--- src/sv/ed_pkg.sv ---
`timescale 1ns / 1ps
// ----------------------------------------------------------------------------
// ed_pkg
// Shared types and constants for the edit distance core.
// ----------------------------------------------------------------------------
package ed_pkg;

  localparam int OP_W   = 2;
  localparam int SYM_W  = 8;
  localparam int GAP_W  = 4;
  localparam int DIST_W = 11;

  localparam logic [OP_W-1:0] OP_APPEND_A = 2'd0;
  localparam logic [OP_W-1:0] OP_APPEND_B = 2'd1;
  localparam logic [OP_W-1:0] OP_FINISH   = 2'd2;

  localparam logic [GAP_W-1:0]  GAP_RESET = 4'd2;
  localparam logic [DIST_W-1:0] DIST_MAX  = 11'd2047;

  // token kind moving down the cell chain
  typedef struct packed {
    logic row;  // one row of the first string
    logic fin;  // end marker, collects the result
  } ctl_t;

endpackage

--- src/sv/ed_cell.sv ---
`timescale 1ns / 1ps
// ----------------------------------------------------------------------------
// ed_cell
// One column of the cost table: holds one symbol of the second string and
// the latest cost of its column, updates it as each row token passes.
// ----------------------------------------------------------------------------
module ed_cell #(
  parameter int J  = 1,
  parameter int DW = 11,
  parameter int LW = 7
) (
  input  logic                      clk_i,
  input  logic                      rst_ni,
  input  logic [ed_pkg::GAP_W-1:0]  gap_i,
  input  logic                      init_i,
  input  logic [LW-1:0]             m_len_i,
  input  logic                      b_we_i,
  input  logic [LW-1:0]             b_idx_i,
  input  logic [ed_pkg::SYM_W-1:0]  b_sym_i,
  input  ed_pkg::ctl_t              ctl_i,
  input  logic [ed_pkg::SYM_W-1:0]  sym_i,
  input  logic [DW-1:0]             left_i,
  input  logic [DW-1:0]             diag_i,
  input  logic [DW-1:0]             res_i,
  output ed_pkg::ctl_t              ctl_o,
  output logic [ed_pkg::SYM_W-1:0]  sym_o,
  output logic [DW-1:0]             left_o,
  output logic [DW-1:0]             diag_o,
  output logic [DW-1:0]             res_o
);
  import ed_pkg::*;

  logic [SYM_W-1:0] b_q;
  logic [DW-1:0]    d_q;
  logic [DW-1:0]    gap_ext;
  logic [DW-1:0]    c_up;
  logic [DW-1:0]    c_left;
  logic [DW-1:0]    c_diag;
  logic [DW-1:0]    c_min;
  logic [DW-1:0]    new_d;
  logic             is_last;

  assign gap_ext = DW'(gap_i);
  assign c_up    = d_q + gap_ext;
  assign c_left  = left_i + gap_ext;
  assign c_diag  = diag_i + DW'(sym_i != b_q);
  assign c_min   = (c_up <= c_left) ? c_up : c_left;
  assign new_d   = (c_min <= c_diag) ? c_min : c_diag;
  assign is_last = (m_len_i == LW'(J));

  always_ff @(posedge clk_i or negedge rst_ni) begin
    if (!rst_ni) begin
      ctl_o <= '0;
    end else begin
      ctl_o <= ctl_i;
    end
  end

  always_ff @(posedge clk_i) begin
    if (b_we_i && (b_idx_i == LW'(J - 1))) begin
      b_q <= b_sym_i;
    end
    if (init_i) begin
      d_q <= DW'(J) * gap_ext;  // top row: J gaps
    end else if (ctl_i.row) begin
      d_q <= new_d;
    end
    sym_o  <= sym_i;
    left_o <= new_d;
    diag_o <= d_q;
    // the end marker picks up the cost of the last column on its way
    res_o  <= (ctl_i.fin && is_last) ? d_q : res_i;
  end

endmodule

--- config.mk ---
export PLATFORM = sky130hd
export DESIGN_NAME = ed_cell
export DESIGN_NICKNAME = d
export VERILOG_FILES = /design/src/sv/ed_pkg.sv /design/src/sv/ed_cell.sv
export SDC_FILE = /design/constraint.sdc
export NUM_CORES = 1
export LEC_CHECK = 0
export BUFFER_PORTS_ARGS = -buffer_cell sky130_fd_sc_hd__buf_2
export CAP_MARGIN = 20
export CORE_MARGIN = 2
export CORE_UTILIZATION = 45
export DETAILED_ROUTE_END_ITERATION = 6
export GPL_TIMING_DRIVEN = 1
export PLACE_DENSITY = 0.72
export SKIP_LAST_GASP = 1
export SYNTH_ARGS = -nofsm -noshare
export SYNTH_HDL_FRONTEND = slang
export SYNTH_SLANG_ARGS = --single-unit
export TNS_END_PERCENT = 30
--- constraint.sdc ---
create_clock -name clk_i -period 13.02 [get_ports clk_i]
set_input_delay 2.604 -clock clk_i [delete_from_list [all_inputs] [get_ports clk_i]]
set_output_delay 2.604 -clock clk_i [all_outputs]
set_load 0.01 [all_outputs]
== After elaboration in Yosys (flattened, before gate mapping) ==
Index checks and enable logic that the tools add are counted.

* Bits in registers: 62
* Bits of input ports: 73
* Output and inout bits: 43
* Word-level logic and storage cells: 25

* Add/sub/neg operators: 3
* Order comparisons: 2
* Equality and inequality tests: 2
* Mux-type cells: 5
* Reduce and logical (&&, ||, !) cells: 4

{| class="wikitable"
|+ Operator list
! kind !! count
|-
| 11-bit 2-to-1 mux || 3
|-
| 11-bit by 4-bit adder with 11-bit output || 2
|-
| 11-bit <= comparator || 2
|-
| 11-bit by 1-bit adder with 11-bit output || 1
|-
| 4-bit 2-to-1 mux || 2
|-
| 8-bit inequality test || 1
|-
| 7-bit by 1-bit equality test with 1-bit output, second input constant || 1
|-
| 7-bit logical NOT || 1
|-
| 1-bit logical AND || 2
|-
| 2-bit nonzero test || 1
|}

== Logic depth before layout (Yosys ltp) ==
* Depth after elaboration: 7
* Mapped depth: 28
* Depth with buffers taken out: 26

== Least setup slack after synthesis ==
OpenSTA, ideal clock, no wires.

* Path type: input -> register
* Start point: input gap_i[0] (netlist name)
* End point: register d_q[1], data pin
* Data arrival time: 7.007 ns
* Data required time: 12.766 ns
* Setup slack: 5.758 ns
* Stages: 27
* Buffers on the path: 2
* Cells stage by stage: ha_1 > inv_1 > fa_1 > nand2b_1 > nand2b_1 > a21oi_1 > xnor2_1 > ha_1 > nand3_1 > a21oi_1 > a2111oi_0 > nor3_1 > maj3_1 > o2bb2ai_4 > mux2i_1 > inv_1 > ha_1 > nand3_1 > o21bai_1 > a21oi_1 > o221ai_1 > a211o_1 > buf_6 > clkbuf_8 > nor3_1 > a21oi_1 > o21a_1

* Longest elaborated chain between the ends: 7
* Elaborated cells on any way between the ends: 8
* Classes of those cells: 2 x add/sub; 2 x order compare; 4 x mux

{| class="wikitable"
|+ Ends and longest elaborated chain
! what !! RTL line !! text
|-
| start: declaration || ed_cell.sv:14 || <nowiki>input logic [ed_pkg::GAP_W-1:0] gap_i,</nowiki>
|-
| 11-bit by 4-bit adder with 11-bit output, on equally long branches || ed_cell.sv:44, ed_cell.sv:45 ||
|-
| 11-bit <= comparator || ed_cell.sv:47 || <nowiki>assign c_min = (c_up <= c_left) ? c_up : c_left;</nowiki>
|-
| 11-bit 2-to-1 mux * || ed_cell.sv:47 ||
|-
| 11-bit <= comparator || ed_cell.sv:48 || <nowiki>assign new_d = (c_min <= c_diag) ? c_min : c_diag;</nowiki>
|-
| 11-bit 2-to-1 mux * || ed_cell.sv:48 ||
|-
| 4-bit 2-to-1 mux * || ed_cell.sv:65 || <nowiki>end else if (ctl_i.row) begin</nowiki>
|-
| 4-bit 2-to-1 mux * || ed_cell.sv:63 || <nowiki>if (init_i) begin</nowiki>
|-
| end signal: assignment || ed_cell.sv:64 || <nowiki>d_q <= DW'(J) * gap_ext;</nowiki>
|-
| end signal: assignment || ed_cell.sv:66 || <nowiki>d_q <= new_d;</nowiki>
|-
| end: declaration || ed_cell.sv:34 || <nowiki>logic [DW-1:0] d_q;</nowiki>
|}

Mark *: on every way between the ends. The rest lies on a longest branch, timed or not. The select of a mux whose other input is x is not followed.
A chain may end at the register's enable or synchronous reset.

== Worst setup path in the final report ==
* Start point: input gap_i[0] (netlist name)
* End point: register d_q[0], data pin

* Longest elaborated chain between the ends: 7
* Elaborated cells on any way between the ends: 8
* Classes of those cells: 2 x add/sub; 2 x order compare; 4 x mux

{| class="wikitable"
|+ Ends and longest elaborated chain
! what !! RTL line
|-
| 11-bit by 4-bit adder with 11-bit output, on equally long branches || ed_cell.sv:44, ed_cell.sv:45
|-
| 11-bit <= comparator || ed_cell.sv:47
|-
| 11-bit 2-to-1 mux || ed_cell.sv:47
|-
| 11-bit <= comparator || ed_cell.sv:48
|-
| 11-bit 2-to-1 mux || ed_cell.sv:48
|-
| 4-bit 2-to-1 mux || ed_cell.sv:65
|-
| 4-bit 2-to-1 mux * || ed_cell.sv:63
|}

Marks and branches as above.

==> out/metrics.yaml <==
status: "complete, no violations"
setup_violations: 0
drtIter0Drc: 167
rsz0062_at_grt: "false"
crit_required_ns: 13.08
cts_buffer_depth: 2
avgRoutedWirePerCell_um: 14.2
layout.nets: 562
area_delta_synth_final_pct: 24.2
ios: 116
min_path_type: "reg -> reg"
cts.sinks: 62
place_hpwl_um: 6590
drt_pass1_iterations: 4
path_max_fanout: 27
ir_drop_mv: 0.0598
port_buffers: 115
avgSynthCellArea_um2: 10.2
die_x_um: 91.4
crit_arrival_ns: 7.99
grt_usage: 0.193
grt_start_max_net_pins: 28
synthArstFlopShare: 0.0323
max-cap-violations: 0
grt_pass1_wl_um: 12600
grt-ovfl-total: 0
fin_crit_sh: 0.609
grt_pass1_vias: 2730
setup_tns_ns: 0
timing_hold_violations_final: 0
layout_commonest_cell: "buf_2"
mostFrequentLayoutCells: "buf_2, dfxtp_1, ha_1, inv_1, nor2_1"
path_clk_slew_ns: 0.07
num_rows: 31
leakage_uw: 0.00207
clock_latency_ns: 0.33
worstSetupPathType: "in -> reg"
drv_slew: 0
htree_num_levels: 3
place_area_um2: 4080
synth_seq_cells: 62
synth_area_um2: 3440
totalWireLength_um: 7980
startpoint_type: "input port"
drc: 0
post_cts.repair.setup_buffers: 0
syn_nets: 442
relSlewSlack: 0.415
gp_congestion: 0.946
fillers: 656
diodes: 0
dr_total_vias: 2868
synth-edff-count: 12
vias_per_cell: 5.11
final_antenna_net_count: 0
skew_ns: 0.00695
ys.flop_type: "dfxtp_1"
synth_cells: 337
start_util: 0.469
cts_hold_buffers: 0
cts_root_buf: "clkbuf_8"
cts_tree: "yes"
cts-buffers-inserted: 9
worstMarginPinSlew_ns: 0.878
cp-end-kind: "flop"
yosysUniqueCellTypes: 51
powerDensity_nw_per_um2: 148
dieArea_um2: 8360
die_h_um: 91.4
ys_seq_area_frac: 0.399
fin_crit_ns: 7.93
yosys_warnings: 0
max_freq_mhz: 126
drive_gt1_frac: 0.323
antenna_found_initial: 0
cts_resized: 0
coreArea_um2: 7330
design_area_um2: 4270
==> registers in the layout (all words and copies together) (netlist names) <==
name,flops
d_q,11
diag_o,11
left_o,11
res_o,11
b_q,8
sym_o,8
ctl_o,2
==> critical path, cell delays in order <==
cell       delay [ns]
buf_2            0.11
ha_1             0.17
inv_1            0.06
fa_1             0.41
nand2b_1         0.24
nand2b_1         0.11
a21oi_1          0.09
xnor2_1          0.22
ha_1             0.28
nand3_1          0.10
a21oi_1          0.05
a2111oi_0        0.37
nor3_1           0.10
maj3_1           0.40
o2bb2ai_4        0.22
mux2i_1          0.27
inv_1            0.07
ha_1             0.31
a21o_1           0.18
a21oi_1          0.13
a21oi_1          0.08
o221ai_1         0.17
a211o_1          0.74
nor3b_1          0.20
a21oi_1          0.18
o21ai_0          0.12
==> cells in the mapped netlist, types with 2 or more instances <==
cell | number | area (um2)
mux2_4 | 4 | 60.1
nand4_1 | 2 | 12.5
o21ai_0 | 11 | 55.1
o21ai_1 | 3 | 15.0
mux2_2 | 9 | 101
a21o_1 | 5 | 37.5
and2_1 | 2 | 12.5
inv_1 | 29 | 109
xnor2_1 | 19 | 166
dfxtp_1 | 48 | 961
nand2_1 | 19 | 71.3
fa_1 | 2 | 40.0
nand3_1 | 9 | 45.0
nor3_1 | 8 | 40.0
o221ai_1 | 3 | 26.3
xor2_1 | 17 | 149
o21a_1 | 4 | 30.0
ha_1 | 30 | 375
mux2i_1 | 13 | 130
nand2b_1 | 5 | 31.3
buf_6 | 2 | 22.5
a211oi_1 | 4 | 30.0
edfxtp_1 | 12 | 360
a31oi_1 | 5 | 31.3
dfrtp_1 | 2 | 50.1
a21oi_1 | 13 | 65.1
nor2_1 | 21 | 78.8
clkbuf_1 | 2 | 7.51
nor4b_1 | 2 | 17.5
nor4_1 | 4 | 25.0
and3_1 | 4 | 25.0
nor2b_1 | 4 | 25.0
clkbuf_8 | 2 | 27.5
==> metal layers <==
layer,part of all wire,global-route usage,up-vias
li1,-,-,1435
met1,0.42,0.229,1316
met2,0.49,0.322,105
met3,0.064,0.0539,12
met4,0.023,0.0884,0
met5,0,0,-
==> where the power goes <==
group	internal, uW	switching [uW]
clock	88.0	72.0
sequential	228	14.4
combinational	100	128
total	416	214
==> through the flow <==
| step | power (uW) | cells | hold WS [ns] | worst slack [ns] | utilization |
|---|---|---|---|---|---|
| floorplan | 400 | 337 | 0.363 | 5.76 | - |
| global placement | 469 | 545 | 0.391 | 4.95 | 0.557 |
| detailed placement | 474 | 545 | 0.383 | 4.78 | 0.557 |
| CTS | 636 | 561 | 0.393 | 5.13 | 0.582 |
| global route | 670 | 561 | 0.416 | 4.76 | 0.582 |
| finish | 631 | 561 | 0.395 | 5.09 | 0.582 |
==> cell type report <==
class / instances / area, um2 / share of cell area
flip-flops and latches: 62 / 1370 / 0.321
multi-input cells: 240 / 1900 / 0.445
clock buffers: 10 / 128 / 0.0299
repair buffers: 115 / 576 / 0.135
clock inverters: 6 / 61.3 / 0.0144
well taps: 99 / 124 / 0.0290
inverters: 29 / 109 / 0.0255
==> cells by family after synthesis <==
group	count (synthesis)	share of synthesized area
compound gates	59	0.126
flops	62	0.399
simple gates	85	0.123
xor+xnor	36	0.0917
mux	26	0.0848
buf+inv	35	0.0484
fa+ha+maj	34	0.127
==> final timing paths <==
path / end / cells after the start / startpoint / slack [ns]
max in group asynchronous: ctl_o[1] / 1 / rst_ni / 10.88
hold / removal: diag_o[8] / 0 / d_q[8] / 0.39
setup / recovery: d_q[0] / 26 / gap_i[0] / 5.09
min in group asynchronous: ctl_o[0] / 1 / rst_ni / 2.04
setup reg to reg: d_q[0] / 25 / d_q[0] / 7.06
hold reg to reg: diag_o[8] / 0 / d_q[8] / 0.39
Note: power is estimated with default switching activity, not from simulation.
