===== config.mk =====
export PLATFORM = sky130hd
export DESIGN_NAME = ed_seq
export DESIGN_NICKNAME = d
export VERILOG_FILES = /design/src/sv/ed_pkg.sv /design/src/sv/ed_seq.sv
export SDC_FILE = /design/constraint.sdc
export NUM_CORES = 1
export LEC_CHECK = 0
export ABC_CLOCK_PERIOD_IN_PS = 4380
export BUFFER_PORTS_ARGS = -buffer_cell sky130_fd_sc_hd__buf_2
export CAP_MARGIN = 20
export CORE_MARGIN = 3
export CORE_UTILIZATION = 47
export DETAILED_ROUTE_END_ITERATION = 7
export GPL_ROUTABILITY_DRIVEN = 1
export PLACE_DENSITY = 0.69
export SLEW_MARGIN = 20
export SYNTH_ARGS = -nofsm -noshare
export SYNTH_HDL_FRONTEND = slang
export SYNTH_SLANG_ARGS = --single-unit

===== constraint.sdc =====
create_clock -name clk_i -period 4.38 [get_ports clk_i]
set_input_delay 0.219 -clock clk_i [delete_from_list [all_inputs] [get_ports clk_i]]
set_output_delay 0.219 -clock clk_i [all_outputs]
set_load 0.05 [all_outputs]

===== src/sv/ed_pkg.sv =====
`timescale 1ns / 1ps
// ----------------------------------------------------------------------------
// ed_pkg
// Shared types and constants for the edit distance core.
// ----------------------------------------------------------------------------
package ed_pkg;

  localparam int OP_W   = 2;
  localparam int SYM_W  = 8;
  localparam int GAP_W  = 4;
  localparam int DIST_W = 11;

  localparam logic [OP_W-1:0] OP_APPEND_A = 2'd0;
  localparam logic [OP_W-1:0] OP_APPEND_B = 2'd1;
  localparam logic [OP_W-1:0] OP_FINISH   = 2'd2;

  localparam logic [GAP_W-1:0]  GAP_RESET = 4'd2;
  localparam logic [DIST_W-1:0] DIST_MAX  = 11'd2047;

  // token kind moving down the cell chain
  typedef struct packed {
    logic row;  // one row of the first string
    logic fin;  // end marker, collects the result
  } ctl_t;

endpackage


===== src/sv/ed_seq.sv =====
`timescale 1ns / 1ps
// ----------------------------------------------------------------------------
// ed_seq
// Request handling, string loading and row sequencer: stores the first
// string, steers second-string symbols to the cells, and feeds one row token
// per cycle into the cell chain followed by an end marker.
// ----------------------------------------------------------------------------
module ed_seq #(
  parameter int MAX_LEN = 64,
  parameter int DW      = 11,
  parameter int LW      = 7,
  parameter int AW      = 6
) (
  input  logic                      clk_i,
  input  logic                      rst_ni,
  input  logic                      s_valid_i,
  output logic                      s_ready_o,
  input  logic [ed_pkg::OP_W-1:0]   op_i,
  input  logic [ed_pkg::SYM_W-1:0]  sym_i,
  input  logic [ed_pkg::GAP_W-1:0]  gap_i,
  input  logic                      out_busy_i,
  input  logic                      done_i,
  output logic                      init_o,
  output logic [LW-1:0]             m_len_o,
  output logic                      b_we_o,
  output logic [LW-1:0]             b_idx_o,
  output logic [ed_pkg::SYM_W-1:0]  b_sym_o,
  output logic                      ovf_o,
  output ed_pkg::ctl_t              ctl_o,
  output logic [ed_pkg::SYM_W-1:0]  sym_o,
  output logic [DW-1:0]             left_o,
  output logic [DW-1:0]             diag_o,
  output logic [DW-1:0]             res_o
);
  import ed_pkg::*;

  localparam logic [2:0] S_IDLE  = 3'd0;
  localparam logic [2:0] S_INIT  = 3'd1;
  localparam logic [2:0] S_RUN   = 3'd2;
  localparam logic [2:0] S_DRAIN = 3'd3;

  logic [2:0]       state_q;
  logic [LW-1:0]    len_a_q, len_b_q, n_q, m_q, i_q;
  logic [LW-1:0]    i_inc;
  logic             ovf_q, ovf_cap_q;
  logic [DW-1:0]    acc_q;
  logic [SYM_W-1:0] a_mem [MAX_LEN];
  logic [SYM_W-1:0] rd_q;
  logic [AW-1:0]    rd_addr;
  logic             accept, a_full, b_full, a_we, row_go;

  assign s_ready_o = (state_q == S_IDLE) && !out_busy_i;
  assign accept    = s_valid_i && s_ready_o;
  assign a_full    = (len_a_q == LW'(MAX_LEN));
  assign b_full    = (len_b_q == LW'(MAX_LEN));
  assign a_we      = accept && (op_i == OP_APPEND_A) && !a_full;
  assign b_we_o    = accept && (op_i == OP_APPEND_B) && !b_full;
  assign b_idx_o   = len_b_q;
  assign b_sym_o   = sym_i;
  assign init_o    = (state_q == S_INIT);
  assign m_len_o   = m_q;
  assign ovf_o     = ovf_cap_q;
  assign row_go    = (state_q == S_RUN) && (i_q != n_q);
  assign i_inc     = i_q + 1'b1;
  // prefetch the symbol of the next row
  assign rd_addr   = (state_q == S_RUN) ? i_inc[AW-1:0] : '0;

  always_ff @(posedge clk_i) begin
    if (a_we) begin
      a_mem[len_a_q[AW-1:0]] <= sym_i;
    end
    rd_q <= a_mem[rd_addr];
  end

  always_ff @(posedge clk_i or negedge rst_ni) begin
    if (!rst_ni) begin
      state_q   <= S_IDLE;
      len_a_q   <= '0;
      len_b_q   <= '0;
      n_q       <= '0;
      m_q       <= '0;
      i_q       <= '0;
      ovf_q     <= 1'b0;
      ovf_cap_q <= 1'b0;
    end else begin
      case (state_q)
        S_IDLE: begin
          if (accept) begin
            case (op_i)
              OP_APPEND_A: begin
                if (a_full) ovf_q <= 1'b1;
                else        len_a_q <= len_a_q + 1'b1;
              end
              OP_APPEND_B: begin
                if (b_full) ovf_q <= 1'b1;
                else        len_b_q <= len_b_q + 1'b1;
              end
              OP_FINISH: begin
                n_q       <= len_a_q;
                m_q       <= len_b_q;
                len_a_q   <= '0;
                len_b_q   <= '0;
                ovf_cap_q <= ovf_q;
                ovf_q     <= 1'b0;
                i_q       <= '0;
                state_q   <= S_INIT;
              end
              default: ;
            endcase
          end
        end
        S_INIT: begin
          state_q <= S_RUN;
        end
        S_RUN: begin
          if (row_go) begin
            i_q <= i_inc;
          end else begin
            state_q <= S_DRAIN;
          end
        end
        S_DRAIN: begin
          if (done_i) state_q <= S_IDLE;
        end
        default: state_q <= S_IDLE;
      endcase
    end
  end

  // one row token per cycle, then the end marker
  always_ff @(posedge clk_i or negedge rst_ni) begin
    if (!rst_ni) begin
      ctl_o <= '0;
    end else begin
      ctl_o <= '{row: row_go, fin: (state_q == S_RUN) && !row_go};
    end
  end

  // acc_q holds i*gap for the row about to be issued
  always_ff @(posedge clk_i) begin
    if (state_q == S_INIT) begin
      acc_q <= '0;
    end else if (row_go) begin
      acc_q <= acc_q + DW'(gap_i);
    end
    sym_o  <= rd_q;
    left_o <= acc_q + DW'(gap_i);
    diag_o <= acc_q;
    res_o  <= acc_q;  // cost when the second string is empty
  end

endmodule


# After elaboration in Yosys (flattened, before gate mapping)
# Memory sizes are Yosys's and may differ from the RTL's. A register that Yosys moved wholly into a read port is not among the register bits.
# Index checks and enable logic that the tools add are counted.
# classes
add_sub_neg	4
eq_ne	17
n_mux	19
n_reduce_logical	24
# ops
cell	count
$pmux 7 s2	3
$mux 7	5
$add 7x1->7 const B	3
$ne 2x2->1 const B	8
$reduce_and 4->1	4
$eq 7x7->1 const B	2
$mux 3	4
$pmux 3 s4	1
$add 11x4->11	1
$logic_and 1x1->1	8
$ne 7x7->1	1
$eq 3x2->1 const B	2
$mux 6	1
$reduce_bool 2->1	3
$reduce_and 5->1	1
$logic_not 1->1	4
$mux 1	4
$eq 3x1->1 const B	1
$logic_not 3->1	1
$pmux 1 s3	1
$reduce_and 3->1	1
$reduce_bool 3->1	1
$eq 2x1->1 const B	1
$eq 2x2->1 const B	1
other kinds (2)	2
# word_totals
ff_bits	83
ram_bits	512
inputBits	19
out_inout_bits	69
memories	1
# memory_table
name	depth	width	read_ports	rd_clocked_by_memory_dff	write_ports	line	text
a_mem	64	8	1	1	1	ed_seq.sv:47	logic [SYM_W-1:0] a_mem [MAX_LEN];

# Depth between registers and ports, before layout
# Gate-level depths: netlist (run 1).
# logic_depth
word_depth	7
mapped_depth	13

# Worst setup path before layout (run 1)
# No wires, ideal clock.
# synth_path
path_type	reg2reg
startpoint	reg len_b_q[0], in the netlist b_idx_o[0]
endpoint	reg len_b_q[0], in the netlist b_idx_o[0]
setup_time_ps	83
t_arrival_ps	2494
path_slack_ps	1803
stages_incl_launch_ff	8
n_path_buf	0
synth_period_minus_slack_ps	2577
path_cell_list	dfrtp_1 > inv_1 > ha_1 > nand3_1 > nand2_1 > nor3_1 > nand2_1 > o21ai_0
# synth_via
elab_chain_len	3
elab_cells_between_ends	6
classes_between	1 x add/sub; 2 x eq/ne; 2 x mux; 1 x reduce/logical
# synth_lines
item	line	text
start: declaration	ed_seq.sv:43	logic [LW-1:0] len_a_q, len_b_q, n_q, m_q, i_q;
start signal: assignment	ed_seq.sv:96	else len_b_q <= len_b_q + 1'b1;
$add 7x1->7 or $eq 7x7->1 (tied branches)	ed_seq.sv:96, ed_seq.sv:55	
$mux 7 or $ne 2x2->1 (tied branches)	n/a	
$pmux 7 s2 or $reduce_and 4->1 (tied branches)	n/a	
# Parallel ways exist; a longest one is shown, timed or not. The select of a mux whose other input is x is not followed.
# A chain may end at the register's enable or synchronous reset.

# Worst setup path in the final report (run 1)
# layout_path
startpoint	reg i_q[0]
endpoint	reg rd_q[6], read port of a_mem
# layout_via
elab_chain_len	2
# layout_lines
item	line	text
start: declaration	ed_seq.sv:43	
start signal: assignment	ed_seq.sv:117	i_q <= i_inc;
$add 7x1->7	ed_seq.sv:64	assign i_inc = i_q + 1'b1;
$mux 6	ed_seq.sv:66	assign rd_addr = (state_q == S_RUN) ? i_inc[AW-1:0] : '0;
end: declaration	ed_seq.sv:48	logic [SYM_W-1:0] rd_q;
# No other way between the ends.

==> flow_metrics.tcl, run 1 <==
set metrics [dict create \
    clk_latency_ns 0.61 \
    cts_num_sinks 602 \
    post_cts_buffers 0 \
    grt_max_degree 69 \
    synth-seq-area-share_pct 72.20 \
    synth_top_flop_cell "edfxtp_1" \
    layout_min_cycle_time_ns 3.696 \
    drt_iter0_markers 1729 \
    place.gp.congestion 0.9136 \
    dp_slack_ns 0.8148 \
    crit_required_ns 4.85 \
    grt_pass1_vias 14390 \
    cts_buffers 58 \
    synth_edf_count 512 \
    synth-async-reset-ratio_pct 6.811 \
    p_leak_uw 0.009347 \
    syn_area_per_cell_sq_um 14.73 \
    wl_per_cell_microns 24.90 \
    post-route-drc-count 0 \
    rsz0062_at_grt "no" \
    power.density_nw_per_um2 586.4 \
    synthCells 1635 \
    fin_ws_ns 0.6843 \
    cts_tree "built" \
    dieWidth_microns 232.3 \
    finalWirelength_microns 60990 \
    die_h_microns 232.3 \
    synthTopCellsByCount "512 x edfxtp_1, 250 x nand2_1, 106 x nor2_1" \
    cts.clk_slew.worst_paths_ns 0.06 \
    endpoint_kind "flop" \
    yosys.area.top_type "edfxtp_1" \
    worstHoldPathType "primary input to flop" \
    grt_pass1_wl_microns 90960 \
    synth_nets 1669 \
    status "complete, no violations" \
    slowest_delay_ns 0.70 \
    hpwl_microns 39100 \
    ys_seq_elements 602 \
    via_count 14650 \
    start_util_pct 47.79 \
    fillers 3972 \
    drv_slew 0 \
    cts_buffer_depth 3 \
    skew_ns 0.01278 \
    synth.most_common_cell "edfxtp_1" \
    fin_crit_sh_pct 84.38 \
    vias_per_cell 5.982 \
    drive_gt1_share_pct 16.83 \
    rows 82 \
    critPathSlowestCell "ha_1" \
    core_sq_um 50380 \
    die_area_sq_um 53980 \
    hold_viol 0 \
    setup_viol 0 \
    antenna_found_initial 0 \
    drt_first_pass_iters 5 \
    worst_slew_pin_slew_ns 0.9440 \
    synth_top_area_share_pct 63.86 \
    critPathLaunchType "flop" \
    antennaDiodeCount 0 \
    cts_hold_buf 7 \
    ctsHtreeMaxLevel 2 \
    slew_headroom_pct 36.92 \
    portBuffers 87 \
    worst-path-max-fanout 24 \
    overflow 0 \
    ys_types 61 \
    synth_area_sq_um 24080 \
    cp_cell_sequence "ha_1 -> inv_1 -> nor2_4 -> buf_4 -> a221oi_1 -> o41ai_1 -> a21oi_1 -> a31oi_1 -> a211oi_1" \
    setup_tns_ns 0 \
    max_freq_mhz 270.6 \
    maxCapViolCount 0 \
    gr-usage-all-layers_pct 22.77 \
    ir_worst_vdd_uv 285.1 \
    cp.arrival_ns 4.16 \
    final_cell_area_sq_um 27410 \
    crit_type "flop to flop" \
    cts_resized 0 \
    yosysWarningCount 0 \
    ant_nets 0 \
    place_area_sq_um 25270 \
    cts_root_buffer "clkbuf_16" \
    synth_area_leaders "edfxtp_1 64%, dfrtp_1 4.3%, dfxtp_1 4.1%, nand2_1 3.9%, mux4_2 3.8%" \
    io_pins 88 \
    layout.nets 1763 \
    area_growth_pct 13.87 \
]
-- logic make-up after synthesis --
kind of cell / Yosys count / synth area share [%]
compound gates: 249 / 7.499
xor+xnor: 32 / 1.195
fa+ha+maj: 15 / 0.8107
buf+inv: 127 / 2.650
flops: 602 / 72.20
mux: 96 / 6.179
simple gates: 514 / 9.469
-- cells in the final DEF, fill, tap and decap left out, types with 30 or more instances in the layout --
master,synthesis,routed
edfxtp_1,512,512
nand2_1,250,249
nor2_1,106,105
buf_2,36,87
clkbuf_16,0,59
nand3_1,49,49
dfxtp_1,49,49
buf_4,27,49
mux2i_1,44,44
mux4_2,41,41
dfrtp_1,41,40
a21oi_1,36,36
o21ai_0,33,33
a211oi_1,33,33
nor2b_1,31,30
-- flip-flops by register name, indices dropped and copies added, names as in the netlist --
| signal | cells |
|---|---|
| res_o | 11 |
| sym_o | 8 |
| left_o | 11 |
| acc_q | 11 |
| i_q | 7 |
| ovf_q | 1 |
| a_mem | 512 |
| ctl_o | 2 |
| m_len_o | 7 |
| ovf_o | 1 |
| state_q | 2 |
| len_a_q | 7 |
| rd_q | 8 |
| b_idx_o | 7 |
| n_q | 7 |
-- per-layer routing --
metal	track usage, %	up-vias	part of all wire (%)
met5	0	-	0
met4	10.48	0	5.1
met3	5.839	185	9.1
met2	36.11	706	47
met1	29.61	7341	39
li1	-	6419	-
-- path summary, 6_finish.rpt --
| check | from | end | slack (ns) | cells past startpoint |
|---|---|---|---|---|
| max | i_q[0] | rd_q[6] | 0.68 | 9 |
| min | op_i[0] | b_idx_o[0] | 0.08 | 5 |
| max reg2reg | i_q[0] | rd_q[6] | 0.68 | 9 |
| min reg2reg | rd_q[6] | sym_o[6] | 0.38 | 0 |
| max in group asynchronous | rst_ni | i_q[0] | 3.38 | 2 |
| min in group asynchronous | rst_ni | m_len_o[1] | 0.30 | 2 |
-- final cells by class --
type	instances	area (sq um)	share of cell area [%]
clock inverters	33	485.5	1.771
repair buffers	148	973.4	3.551
clock buffers	75	1587	5.787
well taps	672	840.8	3.067
flip-flops and latches	602	17390	63.42
multi-input cells	906	6093	22.23
inverters	13	48.80	0.1780
-- where the power goes --
group          internal (uW)  leakage, uW  switching (uW)
Combinational           1310      0.00278            2770
Clock                   3260      0.00100            2090
Sequential              6440      0.00556             208
Total                  11000      0.00935            5070
-- stage by stage --
step           instances  util, %  hold WS [ns]  power, uW
2_1_floorplan       1635        -      -0.07659       9533
3_3_place_gp        2334    50.17        0.3677      10750
3_5_place_dp        2334    50.17        0.3661      10780
4_1_cts             2449    54.42       0.05112      16090
5_1_grt             2449    54.42        0.1040      16670
6_report            2449    54.42       0.07669      16080
-- critical path: cells and delay by family (launching register included) --
kind | cells | cell delay [ns]
AOI/OAI and AO/OA | 5 | 1.19
buffers and inverters | 2 | 0.60
adders and majority gates | 1 | 0.70
DFF | 1 | 0.52
and+or+nand+nor | 1 | 0.53
No activity file was read; power rests on OpenSTA's default activity.
==> run 2: changes to the inputs <==
Settings changed: ABC_CLOCK_PERIOD_IN_PS 4380 to 3200, PLACE_DENSITY 0.69 to 0.72.
Clock period 4.38 ns to 3.2 ns, I/O delays scaled along.
==> run 2 against run 1 <==
Net effect:
- cell count increased by 1.6%
- die area unchanged
- routed wire length up 2.0%
- sequential power is 36% higher
- register-to-register slack got worse by 0.53 ns
- hold slack better by 0.017 ns
- critical endpoint is now rd_q[1]
- largest cell class unchanged
==> flow_metrics.tcl, run 2 (synthesis results as in run 1) <==
set metrics [dict create \
    crit_required_ns 3.68 \
    final_cells 2489 \
    met1_usage_pct 31.42 \
    grt_max_degree 49 \
    grt_util_met2_pct 36.64 \
    hpwl_microns 40790 \
    endpoint_kind "flop" \
    gr-usage-all-layers_pct 23.10 \
    die_h_microns 232.3 \
    skew_ns 0.01657 \
    vias_per_cell 6.013 \
    worst-path-max-fanout 42 \
    setup_tns_ns 0 \
    setup_viol 0 \
    area_growth_pct 15.14 \
    worst_slew_pin_slew_ns 1.072 \
    cts.clk_slew.worst_paths_ns 0.06 \
    gr-usage-met3_pct 4.490 \
    worstHoldPathType "primary input to flop" \
    dp.cells 2371 \
    layout_min_cycle_time_ns 3.045 \
    slew_headroom_pct 28.24 \
    cts_root_buffer "clkbuf_16" \
    drv_slew 0 \
    drt_first_pass_iters 5 \
    power.density_nw_per_um2 805.0 \
    fin_ws_ns 0.1545 \
    rsz0062_at_grt "no" \
    ir_worst_vdd_uv 484.9 \
    cts_num_sinks 602 \
    wl_per_cell_microns 24.98 \
    fillers 3978 \
    maxCapViolCount 0 \
    ctsHtreeMaxLevel 2 \
    antenna_found_initial 1 \
    start_util_pct 47.79 \
    cts_buffer_depth 3 \
    grt_pass1_vias 14760 \
    status "complete, no violations" \
    cts_buffers 59 \
    dieWidth_microns 232.3 \
    place.gp.congestion 0.9366 \
    final_cell_mix "512 x edfxtp_1, 248 x nand2_1, 105 x nor2_1, 87 x buf_2, 81 x buf_4" \
    max_freq_mhz 328.4 \
    post_cts_buffers 0 \
    antennaDiodeCount 0 \
    cp.arrival_ns 3.53 \
    fin_crit_sh_pct 95.17 \
    regArea_sq_um 17390 \
    grt.busiest_layer "met2" \
    die_area_sq_um 53980 \
    hold_viol 0 \
    crit_type "flop to flop" \
    clk_latency_ns 0.60 \
    rows 82 \
    post-route-util_pct 55.03 \
    p_leak_uw 0.009520 \
    min_path_cells 1 \
    via_count 14970 \
    layout.nets 1803 \
    r2r_cells 10 \
    critPathLaunchType "flop" \
    final_common_cell "edfxtp_1" \
    drive_gt1_share_pct 18.71 \
    ant_nets 0 \
    drt_iter0_markers 1972 \
    io_pins 88 \
    finalWirelength_microns 62180 \
    cts_tree "built" \
    multiInputGateArea_sq_um 6102 \
    post-route-drc-count 0 \
    overflow 0 \
    largest_reg_flops 512 \
    p_total_uw 22320 \
    portBuffers 87 \
    dp_slack_ns 0.1590 \
    grt_pass1_wl_microns 93110 \
    core_sq_um 50380 \
]
[run 2: layer usage]
metal	part of all wire, %	vias to the layer above
met4	4.3	2
met1	39	7494
li1	-	6502
met3	9.2	176
met2	47	793
met5	0.021	-
[run 2: path summary, 6_finish.rpt]
kind,start,to,slack [ns]
min reg2reg,rd_q[4],sym_o[4],0.38
max in group asynchronous,rst_ni,i_q[0],2.24
max,state_q[0],rd_q[1],0.15
min,sym_i[3],a_mem[27][3],0.09
min in group asynchronous,rst_ni,m_len_o[1],0.26
max reg2reg,state_q[0],rd_q[1],0.15
[run 2: worst max-delay path, stage by stage (launching register included)]
cell,delay (ns)
dfrtp_1,0.43
inv_1,0.09
ha_1,0.24
buf_12,0.18
nand2b_4,0.28
buf_12,0.26
mux4_2,0.53
a21oi_1,0.21
nand2_1,0.15
a221o_1,0.39
o221a_2,0.14
[run 2: per-stage QoR]
stage,instance area [sq um],hold slack [ns]
2_1_floorplan,24080,-0.1356
3_3_place_gp,25610,0.3570
3_5_place_dp,25610,0.3643
4_1_cts,27710,0.07207
5_1_grt,27720,0.08300
6_report,27720,0.09404
[run 2: final cells by class]
type | count | share of cell area (%)
clock buffer | 77 | 5.989
clock inverter | 32 | 1.250
inverter | 13 | 0.1896
multi-input combinational | 906 | 22.01
sequential | 602 | 62.71
tap | 672 | 3.033
timing repair buffer | 187 | 4.811
[run 2: power breakdown]
part           switching, uW  internal (uW)
clock network           2910           4220
logic                   4000           2120
registers                253           8820
[run 2: repair_timing]
action                                  4_1_cts  5_1_grt
gates resized for setup                       0        3
hold endpoints to repair                     50        0
hold buffers                                  9        0
endpoints found under the setup margin        0        4
